File: config.mk
export PLATFORM = sky130hd
export DESIGN_NAME = cxf_mac
export DESIGN_NICKNAME = d
export VERILOG_FILES = /design/src/rtl/core/cxf_pkg.sv /design/src/rtl/core/cxf_mac.sv
export SDC_FILE = /design/constraint.sdc
export NUM_CORES = 1
export LEC_CHECK = 0
export BUFFER_PORTS_ARGS = -buffer_cell sky130_fd_sc_hd__buf_4
export CORE_MARGIN = 5
export CORE_UTILIZATION = 58
export DETAILED_ROUTE_END_ITERATION = 10
export PLACE_DENSITY = 0.79
export SLEW_MARGIN = 20
export SYNTH_ARGS = -nofsm -noshare
export SYNTH_HDL_FRONTEND = slang
export SYNTH_SLANG_ARGS = --single-unit
export TNS_END_PERCENT = 20
File: constraint.sdc
create_clock -name clk -period 7.8 [get_ports clk]
set_input_delay 0.39 -clock clk [delete_from_list [all_inputs] [get_ports clk]]
set_output_delay 0.39 -clock clk [all_outputs]
set_load 0.01 [all_outputs]
File: src/rtl/core/cxf_pkg.sv
`timescale 1ns / 1ps

package cxf_pkg;

	localparam int MAX_WIDTH_DEF = 1024;
	localparam int KERNEL_SIDE_DEF = 3;

	localparam int CH_W = 8;
	localparam int PX_W = 3 * CH_W;
	localparam int TAPS = 9;
	localparam int TAP_W = 4;
	// |sum| <= 9*255*128 + 510 < 2^19
	localparam int SUM_W = 20;
	localparam int MAG_W = SUM_W - 1;
	localparam int CFG_W = 24;
	localparam int IMG_W = 11;

	localparam logic [2:0] REG_KTOP = 3'd0;
	localparam logic [2:0] REG_KMID = 3'd1;
	localparam logic [2:0] REG_KBOT = 3'd2;
	localparam logic [2:0] REG_SCALE = 3'd3;
	localparam logic [2:0] REG_FILT = 3'd4;
	localparam logic [2:0] REG_WIDTH = 3'd5;

	localparam logic OP_PUSH = 1'b0;

	typedef logic [PX_W-1:0] pixel_t;
	typedef logic signed [SUM_W-1:0] sum_t;

	typedef enum logic [2:0] {
		ST_CLEAR,
		ST_IDLE,
		ST_UPD,
		ST_MAC,
		ST_DIV,
		ST_EMIT
	} state_t;

	typedef struct packed {
		logic start;
		logic filter_on;
	} mac_ctl_t;

endpackage

File: src/rtl/core/cxf_mac.sv
`timescale 1ns / 1ps

// One window tap per cycle: weighted sums per channel plus darkest/brightest tracking.
module cxf_mac (
	input  logic                            clk,
	input  logic                            arst_n,
	input  cxf_pkg::mac_ctl_t               ctl,
	input  cxf_pkg::pixel_t                 window [cxf_pkg::TAPS],
	input  logic [cxf_pkg::TAPS*8-1:0]      weights,
	output logic                            done,
	output cxf_pkg::sum_t                   sums [3]
);

	logic [cxf_pkg::TAP_W-1:0] tap_q;
	logic run_q, fix_q, done_q;
	logic filt_q;
	cxf_pkg::sum_t acc_q [3];
	logic [9:0] lo_i_q, hi_i_q;
	cxf_pkg::pixel_t lo_px_q, hi_px_q;

	cxf_pkg::pixel_t px;
	logic signed [7:0] wt;
	logic [9:0] inten;
	logic signed [16:0] prod [3];

	always_comb begin
		px = window[tap_q];
		wt = signed'(weights[8*tap_q +: 8]);
		inten = 10'(px[7:0]) + 10'(px[15:8]) + 10'(px[23:16]);
		for (int k = 0; k < 3; k++) begin
			prod[k] = $signed({1'b0, px[8*k +: 8]}) * wt;
		end
	end

	always_ff @(posedge clk or negedge arst_n) begin
		if (!arst_n) begin
			run_q <= 1'b0;
			fix_q <= 1'b0;
			done_q <= 1'b0;
			tap_q <= '0;
		end else begin
			done_q <= 1'b0;
			if (ctl.start) begin
				run_q <= 1'b1;
				tap_q <= '0;
			end else if (run_q) begin
				if (tap_q == cxf_pkg::TAP_W'(cxf_pkg::TAPS - 1)) begin
					run_q <= 1'b0;
					fix_q <= 1'b1;
				end else begin
					tap_q <= tap_q + 1'b1;
				end
			end else if (fix_q) begin
				fix_q <= 1'b0;
				done_q <= 1'b1;
			end
		end
	end

	always_ff @(posedge clk) begin
		if (ctl.start) begin
			filt_q <= ctl.filter_on;
			for (int k = 0; k < 3; k++) acc_q[k] <= '0;
		end else if (run_q) begin
			for (int k = 0; k < 3; k++) acc_q[k] <= acc_q[k] + cxf_pkg::SUM_W'(prod[k]);
			// ties: darkest keeps the first, brightest takes the last
			if (tap_q == '0 || inten < lo_i_q) begin
				lo_i_q <= inten;
				lo_px_q <= px;
			end
			if (tap_q == '0 || inten >= hi_i_q) begin
				hi_i_q <= inten;
				hi_px_q <= px;
			end
		end else if (fix_q && filt_q) begin
			for (int k = 0; k < 3; k++) begin
				acc_q[k] <= acc_q[k] - cxf_pkg::SUM_W'({1'b0, lo_px_q[8*k +: 8]})
					- cxf_pkg::SUM_W'({1'b0, hi_px_q[8*k +: 8]});
			end
		end
	end

	assign done = done_q;
	assign sums = acc_q;

endmodule

==> metrics.yaml <==
fin_setup_tns_ns: 0
slowest_stage: "dfrtp_2"
maxSlewViolCount: 0
drv_cap: 0
fill_cells: 2385
drive_above_1_share_pct: 24.2
wl_per_cell_um: 22.4
grt_first_pass_wirelength_um: 93000
crit_fanout: 34
h-tree-depth: 4
rows: 65
syn_nets: 2628
maxSlewHeadroom_pct: 29.0
nNetsFinal: 2977
die_h_um: 189
area_growth_pct: 20.4
initial_core_util_pct: 58.8
cts-root-buf: "clkbuf_16"
core_area_sq_um: 31600
viasPerCell: 5.98
whs_path_depth: 1
die_w_um: 189
final_area_sq_um: 22400
drcViolationCount: 0
status: "completed"
cts_tree: "done"
netlist_instances: 1906
routed_wl_um: 59800
ios: 353
synthArstFlopShare_pct: 5.15
clock_skew_ns: 0.0185
ant_nets: 0
gp_congestion: 0.992
finalCritPeriodShare_pct: 95.9
crit_path_frequent_cell: "fa_1"
grt_max_degree: 39
track_usage_pct: 33.5
place_area_sq_um: 21800
cp.arrival_ns: 7.79
tightestPinTransition_ns: 1.06
fp.dieArea_sq_um: 35800
cts-buffers-inserted: 17
post_cts_buffers: 0
ys_seq_area_share_pct: 18.5
synth.distinct_cells: 78
crit_required_ns: 8.11
vias: 16000
worstSetupPathType: "reg2reg"
finalSetupViolations: 0
cp_cell_sequence: "buf_4, mux4_2, mux2i_1, o21ai_2, nand2b_1, fa_1, fa_1, inv_1, fa_1, fa_1, fa_1, ha_1, o21a_1, a2111oi_0, o32a_1, a21oi_1, a31o_2, a21oi_1, or2_1, a31oi_1"
max_freq_mhz: 134
slowest_delay_ns: 0.91
cts_resized: 0
path_clk_slew_ns: 0.08
final_common_cell: "buf_4"
numClockSinks: 136
synth_edf_count: 69
syn_area_sq_um: 18600
antenna_found_initial: 3
final_cell_mix: "392 x buf_4, 302 x inv_1, 241 x ha_1"
hold_class: "in2reg"
grt_pass1_vias: 16700
insertion_delay_ns: 0.44
synth-seq-cells: 136
dr.pass1.iters: 5
hold_violations: 0
start_kind: "flip-flop"
overflow: 0
ys.flop_type: "edfxtp_1"
synth_warnings: 0
first_iter_violations: 1570
r2r_cells: 20
cp-end-kind: "flip-flop"
clk_path_buf_depth: 2
portBuffers: 352
period_needed_ns: 7.48
avgSynthCellArea_sq_um: 9.76
dpl.hpwl_um: 48600
rsz0062_at_grt: "no"
==> metal layers <==
metal / GRT usage (%) / up-vias / share of wire (%)
met4: 11.3 / 2 / 3.6
met3: 7.87 / 147 / 9.5
met2: 53.3 / 834 / 47
li1: - / 7153 / -
met5: 0 / - / 0.022
met1: 45.4 / 7845 / 40
==> logic make-up (layout without fill, tap and decap cells) <==
logic type | count (synthesis) | in the layout | synth area share [%]
buffers and inverters | 374 | 736 | 7.91
AOI/OAI and AO/OA | 298 | 298 | 11.1
DFF | 136 | 136 | 18.5
adders and majority gates | 430 | 430 | 36.5
xor gates and xnor gates | 103 | 103 | 4.85
and+or+nand+nor | 467 | 467 | 11.5
other | 0 | 2 | 0
muxes | 98 | 98 | 9.57
==> metrics by stage <==
stage	hold WS, ns	setup slack, ns	utilization (%)	std cells
after CTS	0.127	0.370	70.8	2670
after global placement	0.213	0.621	69.0	2637
after global routing	0.125	0.0211	70.8	2670
final	0.130	0.317	70.9	2672
after floorplan	0.0944	1.14	-	1906
after detailed placement	0.215	0.498	69.0	2637
==> cell usage after synthesis (4+ instances only) <==
cell / n / share of area [%]
a211o_1: 5 / 0.24
a211oi_1: 40 / 1.6
a21o_1: 33 / 1.3
a21oi_1: 77 / 2.1
a21oi_2: 10 / 0.47
and3_1: 4 / 0.13
buf_1: 8 / 0.16
buf_2: 16 / 0.43
buf_4: 4 / 0.16
buf_6: 4 / 0.24
clkbuf_1: 32 / 0.65
dfrtp_1: 7 / 0.94
dfxtp_1: 60 / 6.5
edfxtp_1: 69 / 11
fa_1: 189 / 20
ha_1: 241 / 16
inv_1: 302 / 6.1
inv_2: 7 / 0.14
mux2i_1: 34 / 1.8
mux4_2: 64 / 7.7
nand2_1: 109 / 2.2
nand2b_1: 28 / 0.94
nand3_1: 18 / 0.48
nand4_1: 7 / 0.24
nor2_1: 209 / 4.2
nor2b_1: 25 / 0.84
nor3_1: 24 / 0.65
nor3b_1: 6 / 0.24
nor4_1: 5 / 0.17
o211a_1: 6 / 0.32
o211ai_1: 4 / 0.16
o21a_1: 27 / 1.1
o21ai_0: 30 / 0.81
o21ai_2: 6 / 0.28
o21bai_1: 6 / 0.24
o22ai_1: 12 / 0.40
o31ai_1: 6 / 0.24
or2_2: 10 / 0.34
or3_1: 5 / 0.17
xnor2_1: 69 / 3.2
xor2_1: 34 / 1.6
==> worst max-delay path: cells and delay by family, from the launching register on <==
family                     cells  cell delay (ns)
adders and majority gates      6             2.81
AOI/OAI and AO/OA              8             2.40
DFF                            1             0.91
buffers and inverters          2             0.53
muxes                          2             0.37
and+or+nand+nor                2             0.28
==> registers in the layout (all words and copies together), names as in the netlist, 4 cells and up <==
register / count
hi_px_q: 24
hi_i_q: 10
tap_q: 4
sums: 60
lo_i_q: 10
lo_px_q: 24
==> layout make-up <==
class | instances | area (sq um) | area share [%]
Inverter | 310 | 1170 | 5.20
Sequential cell | 136 | 3460 | 15.4
Clock inverter | 13 | 108 | 0.480
Clock buffer | 19 | 454 | 2.03
Multi-Input combinational cell | 1396 | 13800 | 61.3
Tap cell | 402 | 503 | 2.24
Timing Repair Buffer | 394 | 2970 | 13.3
Antenna cell | 2 | 5.00 | 0.0223
==> final timing paths <==
path                          start  slack [ns]       end
max                        tap_q[1]        0.32  sums[39]
min                          ctl[0]        0.13    filt_q
max reg2reg                tap_q[1]        0.32  sums[39]
max in group asynchronous    arst_n        7.34  tap_q[0]
min reg2reg                   run_q        0.60  tap_q[1]
min in group asynchronous    arst_n        0.31      done
==> repair_timing <==
item / 4_1_cts / 5_1_grt
hold endpoints to repair: 7 / 0
endpoints found under the setup margin: 0 / 0
hold buffers: 1 / 0
Power is not shown: default switching activity piles up to over one toggle a cycle in this logic, so the estimate is an artifact.
