<file path="src/rtl/core/cxf_pkg.sv">
`timescale 1ns / 1ps

package cxf_pkg;

	localparam int MAX_WIDTH_DEF = 1024;
	localparam int KERNEL_SIDE_DEF = 3;

	localparam int CH_W = 8;
	localparam int PX_W = 3 * CH_W;
	localparam int TAPS = 9;
	localparam int TAP_W = 4;
	// |sum| <= 9*255*128 + 510 < 2^19
	localparam int SUM_W = 20;
	localparam int MAG_W = SUM_W - 1;
	localparam int CFG_W = 24;
	localparam int IMG_W = 11;

	localparam logic [2:0] REG_KTOP = 3'd0;
	localparam logic [2:0] REG_KMID = 3'd1;
	localparam logic [2:0] REG_KBOT = 3'd2;
	localparam logic [2:0] REG_SCALE = 3'd3;
	localparam logic [2:0] REG_FILT = 3'd4;
	localparam logic [2:0] REG_WIDTH = 3'd5;

	localparam logic OP_PUSH = 1'b0;

	typedef logic [PX_W-1:0] pixel_t;
	typedef logic signed [SUM_W-1:0] sum_t;

	typedef enum logic [2:0] {
		ST_CLEAR,
		ST_IDLE,
		ST_UPD,
		ST_MAC,
		ST_DIV,
		ST_EMIT
	} state_t;

	typedef struct packed {
		logic start;
		logic filter_on;
	} mac_ctl_t;

endpackage

</file>
<file path="src/rtl/core/cxf_div.sv">
`timescale 1ns / 1ps

// Restoring division, one quotient bit per cycle, three channels side by side.
// Negative sums clamp to zero, so only nonnegative magnitudes are divided.
module cxf_div (
	input  logic                clk,
	input  logic                arst_n,
	input  logic                start,
	input  cxf_pkg::sum_t       sums [3],
	input  logic [7:0]          divisor,
	output logic                done,
	output cxf_pkg::pixel_t     result
);

	localparam int STEP_W = $clog2(cxf_pkg::MAG_W + 1);

	logic busy_q, done_q;
	logic [STEP_W-1:0] step_q;
	logic [7:0] dv_q;
	logic [cxf_pkg::MAG_W-1:0] quo_q [3];
	logic [8:0] rem_q [3];

	logic [8:0] rem_sh [3];
	logic ge [3];

	always_comb begin
		for (int k = 0; k < 3; k++) begin
			rem_sh[k] = {rem_q[k][7:0], quo_q[k][cxf_pkg::MAG_W-1]};
			ge[k] = rem_sh[k] >= {1'b0, dv_q};
		end
	end

	always_ff @(posedge clk or negedge arst_n) begin
		if (!arst_n) begin
			busy_q <= 1'b0;
			done_q <= 1'b0;
			step_q <= '0;
		end else begin
			done_q <= 1'b0;
			if (start) begin
				busy_q <= 1'b1;
				step_q <= '0;
			end else if (busy_q) begin
				if (step_q == STEP_W'(cxf_pkg::MAG_W - 1)) begin
					busy_q <= 1'b0;
					done_q <= 1'b1;
				end
				step_q <= step_q + 1'b1;
			end
		end
	end

	always_ff @(posedge clk) begin
		if (start) begin
			dv_q <= divisor;
			for (int k = 0; k < 3; k++) begin
				rem_q[k] <= '0;
				quo_q[k] <= sums[k][cxf_pkg::SUM_W-1] ? '0 : sums[k][cxf_pkg::MAG_W-1:0];
			end
		end else if (busy_q) begin
			for (int k = 0; k < 3; k++) begin
				rem_q[k] <= ge[k] ? rem_sh[k] - {1'b0, dv_q} : rem_sh[k];
				quo_q[k] <= {quo_q[k][cxf_pkg::MAG_W-2:0], ge[k]};
			end
		end
	end

	always_comb begin
		for (int k = 0; k < 3; k++) begin
			result[8*k +: 8] = (quo_q[k] > cxf_pkg::MAG_W'(255)) ? 8'hFF : quo_q[k][7:0];
		end
	end

	assign done = done_q;

endmodule

</file>
<file path="config.mk">
export PLATFORM = sky130hd
export DESIGN_NAME = cxf_div
export DESIGN_NICKNAME = d
export VERILOG_FILES = /design/src/rtl/core/cxf_pkg.sv /design/src/rtl/core/cxf_div.sv
export SDC_FILE = /design/constraint.sdc
export NUM_CORES = 1
export LEC_CHECK = 0
export BUFFER_PORTS_ARGS = -buffer_cell sky130_fd_sc_hd__buf_2
export CAP_MARGIN = 25
export CORE_ASPECT_RATIO = 2
export CORE_MARGIN = 2
export CORE_UTILIZATION = 45
export CTS_CLUSTER_DIAMETER = 100
export CTS_CLUSTER_SIZE = 12
export DETAILED_ROUTE_END_ITERATION = 8
export HOLD_SLACK_MARGIN = 0.12
export PLACE_DENSITY_LB_ADDON = 0.15
export SLEW_MARGIN = 20
export SYNTH_ARGS = -nofsm -noshare
export SYNTH_HDL_FRONTEND = slang
export SYNTH_SLANG_ARGS = --single-unit
</file>
<file path="constraint.sdc">
create_clock -name clk -period 3.2 [get_ports clk]
set_input_delay 0.16 -clock clk [delete_from_list [all_inputs] [get_ports clk]]
set_output_delay 0.16 -clock clk [all_outputs]
set_load 0.005 [all_outputs]
</file>
==> impl_metrics.env <==
export IMPL_status="finished clean"
export IMPL_timing_final_crit_period_ns=2.25
export IMPL_layout_overhead_on_the_synthesized_area_pct=19.7
export IMPL_rsz0062_at_grt="false"
export IMPL_ys_seq_elements=96
export IMPL_synth_edff_count=89
export IMPL_detail_route_vias_per_cell=5.57
export IMPL_grt_antenna_before_repair=1
export IMPL_post_dp_hpwl_um=10700
export IMPL_cp_start_kind="flip-flop"
export IMPL_switching_share_pct=35.6
export IMPL_slew_margin_rel_pct=52.5
export IMPL_pin_count_of_the_biggest_net_entering_global_routing=70
export IMPL_detail_route_antenna_nets=0
export IMPL_tightest_slew_ns=0.710
export IMPL_worst_setup_path_type="flip-flop to flip-flop"
export IMPL_predominant_post_synthesis_flop_cell="edfxtp_1"
export IMPL_finish_net_count=781
export IMPL_grt_remaining_overflow=0
export IMPL_initial_standard_cell_utilization_of_the_core_pct=46.2
export IMPL_wire_per_inst_um=17.2
export IMPL_slew_viol_final=0
export IMPL_global_route_usage_total_pct=21.3
export IMPL_placed_cells_incl_taps=793
export IMPL_pwr_density_cell_nw_per_um2=651
export IMPL_drc_violations_left=0
export IMPL_hold_viol_final=0
export IMPL_combinationalPowerShare_pct=38.1
export IMPL_postCtsSetupBuffers=0
export IMPL_die_width_um=84.5
export IMPL_power_net_switching_uw=1620
export IMPL_fillCellCount=1168
export IMPL_layout_cells_non_filler=836
export IMPL_firstDrtPassIters=4
export IMPL_finalWirelength_um=14400
export IMPL_timing_setup_tns_ns=0
export IMPL_fp_dieArea_um2=13900
export IMPL_ir_worst_vdd_mv=0.419
export IMPL_htree_num_levels=3
export IMPL_worst_clock_skew_ns=0.00817
export IMPL_path_max_fanout=7
export IMPL_synthDistinctLibCells=60
export IMPL_worstPathRequired_ns=3.27
export IMPL_worst_setup_path_end_kind="flip-flop"
export IMPL_postSynthAreaPerCell_um2=10.3
export IMPL_tritoncts="built"
export IMPL_coreArea_um2=12600
export IMPL_clk_insertion_delay_late_ns=0.34
export IMPL_numClockSinks=96
export IMPL_cts_made_buffers=9
export IMPL_arrival_ns=2.31
export IMPL_row_count=58
export IMPL_worst_setup_hold_path_clk_slew_ns=0.07
export IMPL_number_of_global_route_vias_before_repair=4941
export IMPL_yosysWarningCount=0
export IMPL_synth_cells=567
export IMPL_port_buffers=95
export IMPL_syn_area_um2=5830
export IMPL_die_h_um=165
export IMPL_power_leakage_uw=0.00302
export IMPL_drive_above_1_share_pct=23.2
export IMPL_power_internal_uw=2930
export IMPL_dr_first_iter_drc_count=196
export IMPL_gp_routability_congestion=0.860
export IMPL_layout_worst_path_cycle_share_pct=70.2
export IMPL_seq_area_frac_synth_pct=48.8
export IMPL_seqPwrFrac_pct=40.0
export IMPL_max_cap_violations=0
export IMPL_clock_root_buffer="clkbuf_16"
export IMPL_design_portCount=96
export IMPL_synth_fp_nets=667
export IMPL_clock_power_share_pct=21.9
export IMPL_wire_length_of_the_first_global_routing_pass_um=23400
export IMPL_ys_async_sr_fraction_pct=7.29
export IMPL_clockBufferDepth=2
export IMPL_worst_hold_path_type="primary input to flip-flop"
export IMPL_fmaxAchievable_mhz=445
export IMPL_report_final_setup_viol=0
export IMPL_route_vias_total=4654
==> area by class of cell <==
cell class	count	area (µm²)	area share, %
Sequential cell	96	2850	40.8
Multi-Input combinational cell	429	2820	40.4
Timing Repair Buffer	126	788	11.3
Clock buffer	11	233	3.33
Tap cell	150	188	2.69
Inverter	19	71.3	1.02
Clock inverter	4	31.3	0.448
Antenna cell	1	2.50	0.0358
==> cell usage after synthesis, types with 6 or more instances <==
| cell | n | area [µm²] |
|---|---|---|
| nor2_1 | 13 | 48.8 |
| nand3b_1 | 57 | 428 |
| a21oi_1 | 20 | 100 |
| nand4_1 | 9 | 56.3 |
| nor2b_1 | 8 | 50.1 |
| ha_1 | 26 | 325 |
| buf_2 | 9 | 45.0 |
| a21o_1 | 7 | 52.6 |
| nand3_1 | 20 | 100 |
| dfrtp_1 | 7 | 175 |
| o21ai_0 | 12 | 60.1 |
| nor3_1 | 10 | 50.1 |
| clkbuf_1 | 12 | 45.0 |
| o21a_1 | 8 | 60.1 |
| or2_2 | 25 | 156 |
| o21ai_1 | 9 | 45.0 |
| inv_1 | 19 | 71.3 |
| nand2_1 | 117 | 439 |
| edfxtp_1 | 89 | 2670 |
| nor4_1 | 6 | 37.5 |
==> sequential cells by signal, summed over array words and instances, names as in the netlist <==
signal / flops
quo_q: 57
rem_q: 24
dv_q: 8
step_q: 5
busy_q: 1
done: 1
==> metrics by stage <==
stage	hold slack (ns)	util, %	power (µW)	cell area (µm²)	setup WS, ns
finish	0.128	55.3	4550	6980	0.953
floorplan	-0.136	-	3100	5830	1.18
detailed placement	0.00169	51.1	3540	6450	0.921
CTS	0.120	55.3	4570	6980	0.933
global placement	0.00146	51.1	3500	6450	0.997
global route	0.129	55.3	4830	6980	0.763
==> worst max-delay path: stages, from the launching register on <==
cell and delay, ns:
edfxtp_1 0.48, inv_1 0.14, ha_1 0.37, nor2b_1 0.17
o21ai_2 0.23, a31oi_4 0.13, nor2_2 0.32, o41ai_2 0.13
==> metal layers <==
layer,track usage (%),vias to the layer above,share of wire (%)
met5,0,-,0
met1,22.3,2214,38
met3,2.75,28,2.5
met4,8.80,0,2.8
li1,-,2311,-
met2,41.6,101,56
==> kinds of logic after synthesis <==
| family | Yosys count | synth area share (%) |
|---|---|---|
| and+or+nand+nor | 288 | 26.3 |
| AOI/OAI and AO/OA | 102 | 13.7 |
| DFF | 96 | 48.8 |
| buffers and inverters | 42 | 3.02 |
| adders and majority gates | 29 | 6.61 |
| xor gates and xnor gates | 8 | 1.20 |
| muxes | 2 | 0.343 |
==> cells in the final DEF (no fill, tap or decap), types with 10 or more instances in the layout <==
cell type / synthesis / layout
nor3_1: 10 / 10
nand3b_1: 57 / 57
or2_2: 25 / 24
a21oi_1: 20 / 20
inv_1: 19 / 19
nand2_1: 117 / 117
nand3_1: 20 / 20
edfxtp_1: 89 / 89
o21ai_0: 12 / 12
ha_1: 26 / 26
nor2_1: 13 / 13
dlygate4sd3_1: 0 / 27
buf_2: 9 / 95
==> worst paths after layout <==
| check | slack [ns] | cells past startpoint | end | from |
|---|---|---|---|---|
| min reg2reg | 0.54 | 2 | quo_q[0][7]$_DFFE_PP_ | quo_q[0][6]$_DFFE_PP_ |
| min | 0.13 | 3 | quo_q[0][1]$_DFFE_PP_ | sums[41] |
| max reg2reg | 0.95 | 7 | rem_q[0][11]$_SDFFCE_PN0P_ | dv_q[1]$_DFFE_PP_ |
| max | 0.95 | 7 | rem_q[0][11]$_SDFFCE_PN0P_ | dv_q[1]$_DFFE_PP_ |
| min in group asynchronous | 0.19 | 2 | step_q[0]$_DFFE_PN0P_ | arst_n |
| max in group asynchronous | 2.85 | 2 | step_q[1]$_DFFE_PN0P_ | arst_n |
==> what timing repair did <==
action	CTS	global route
hold endpoints to repair	33	0
hold buffers	27	0
gates resized for setup	0	0
==> power by group through the flow <==
stage / clock network (µW) / registers (µW) / logic [µW]
3_5_place_dp: 0 / 1850 / 1700
3_3_place_gp: 0 / 1840 / 1660
4_1_cts: 1020 / 1820 / 1730
2_1_floorplan: 0 / 1760 / 1340
5_1_grt: 1060 / 1850 / 1920
6_report: 995 / 1820 / 1730
(Power assumes the default switching activity.)
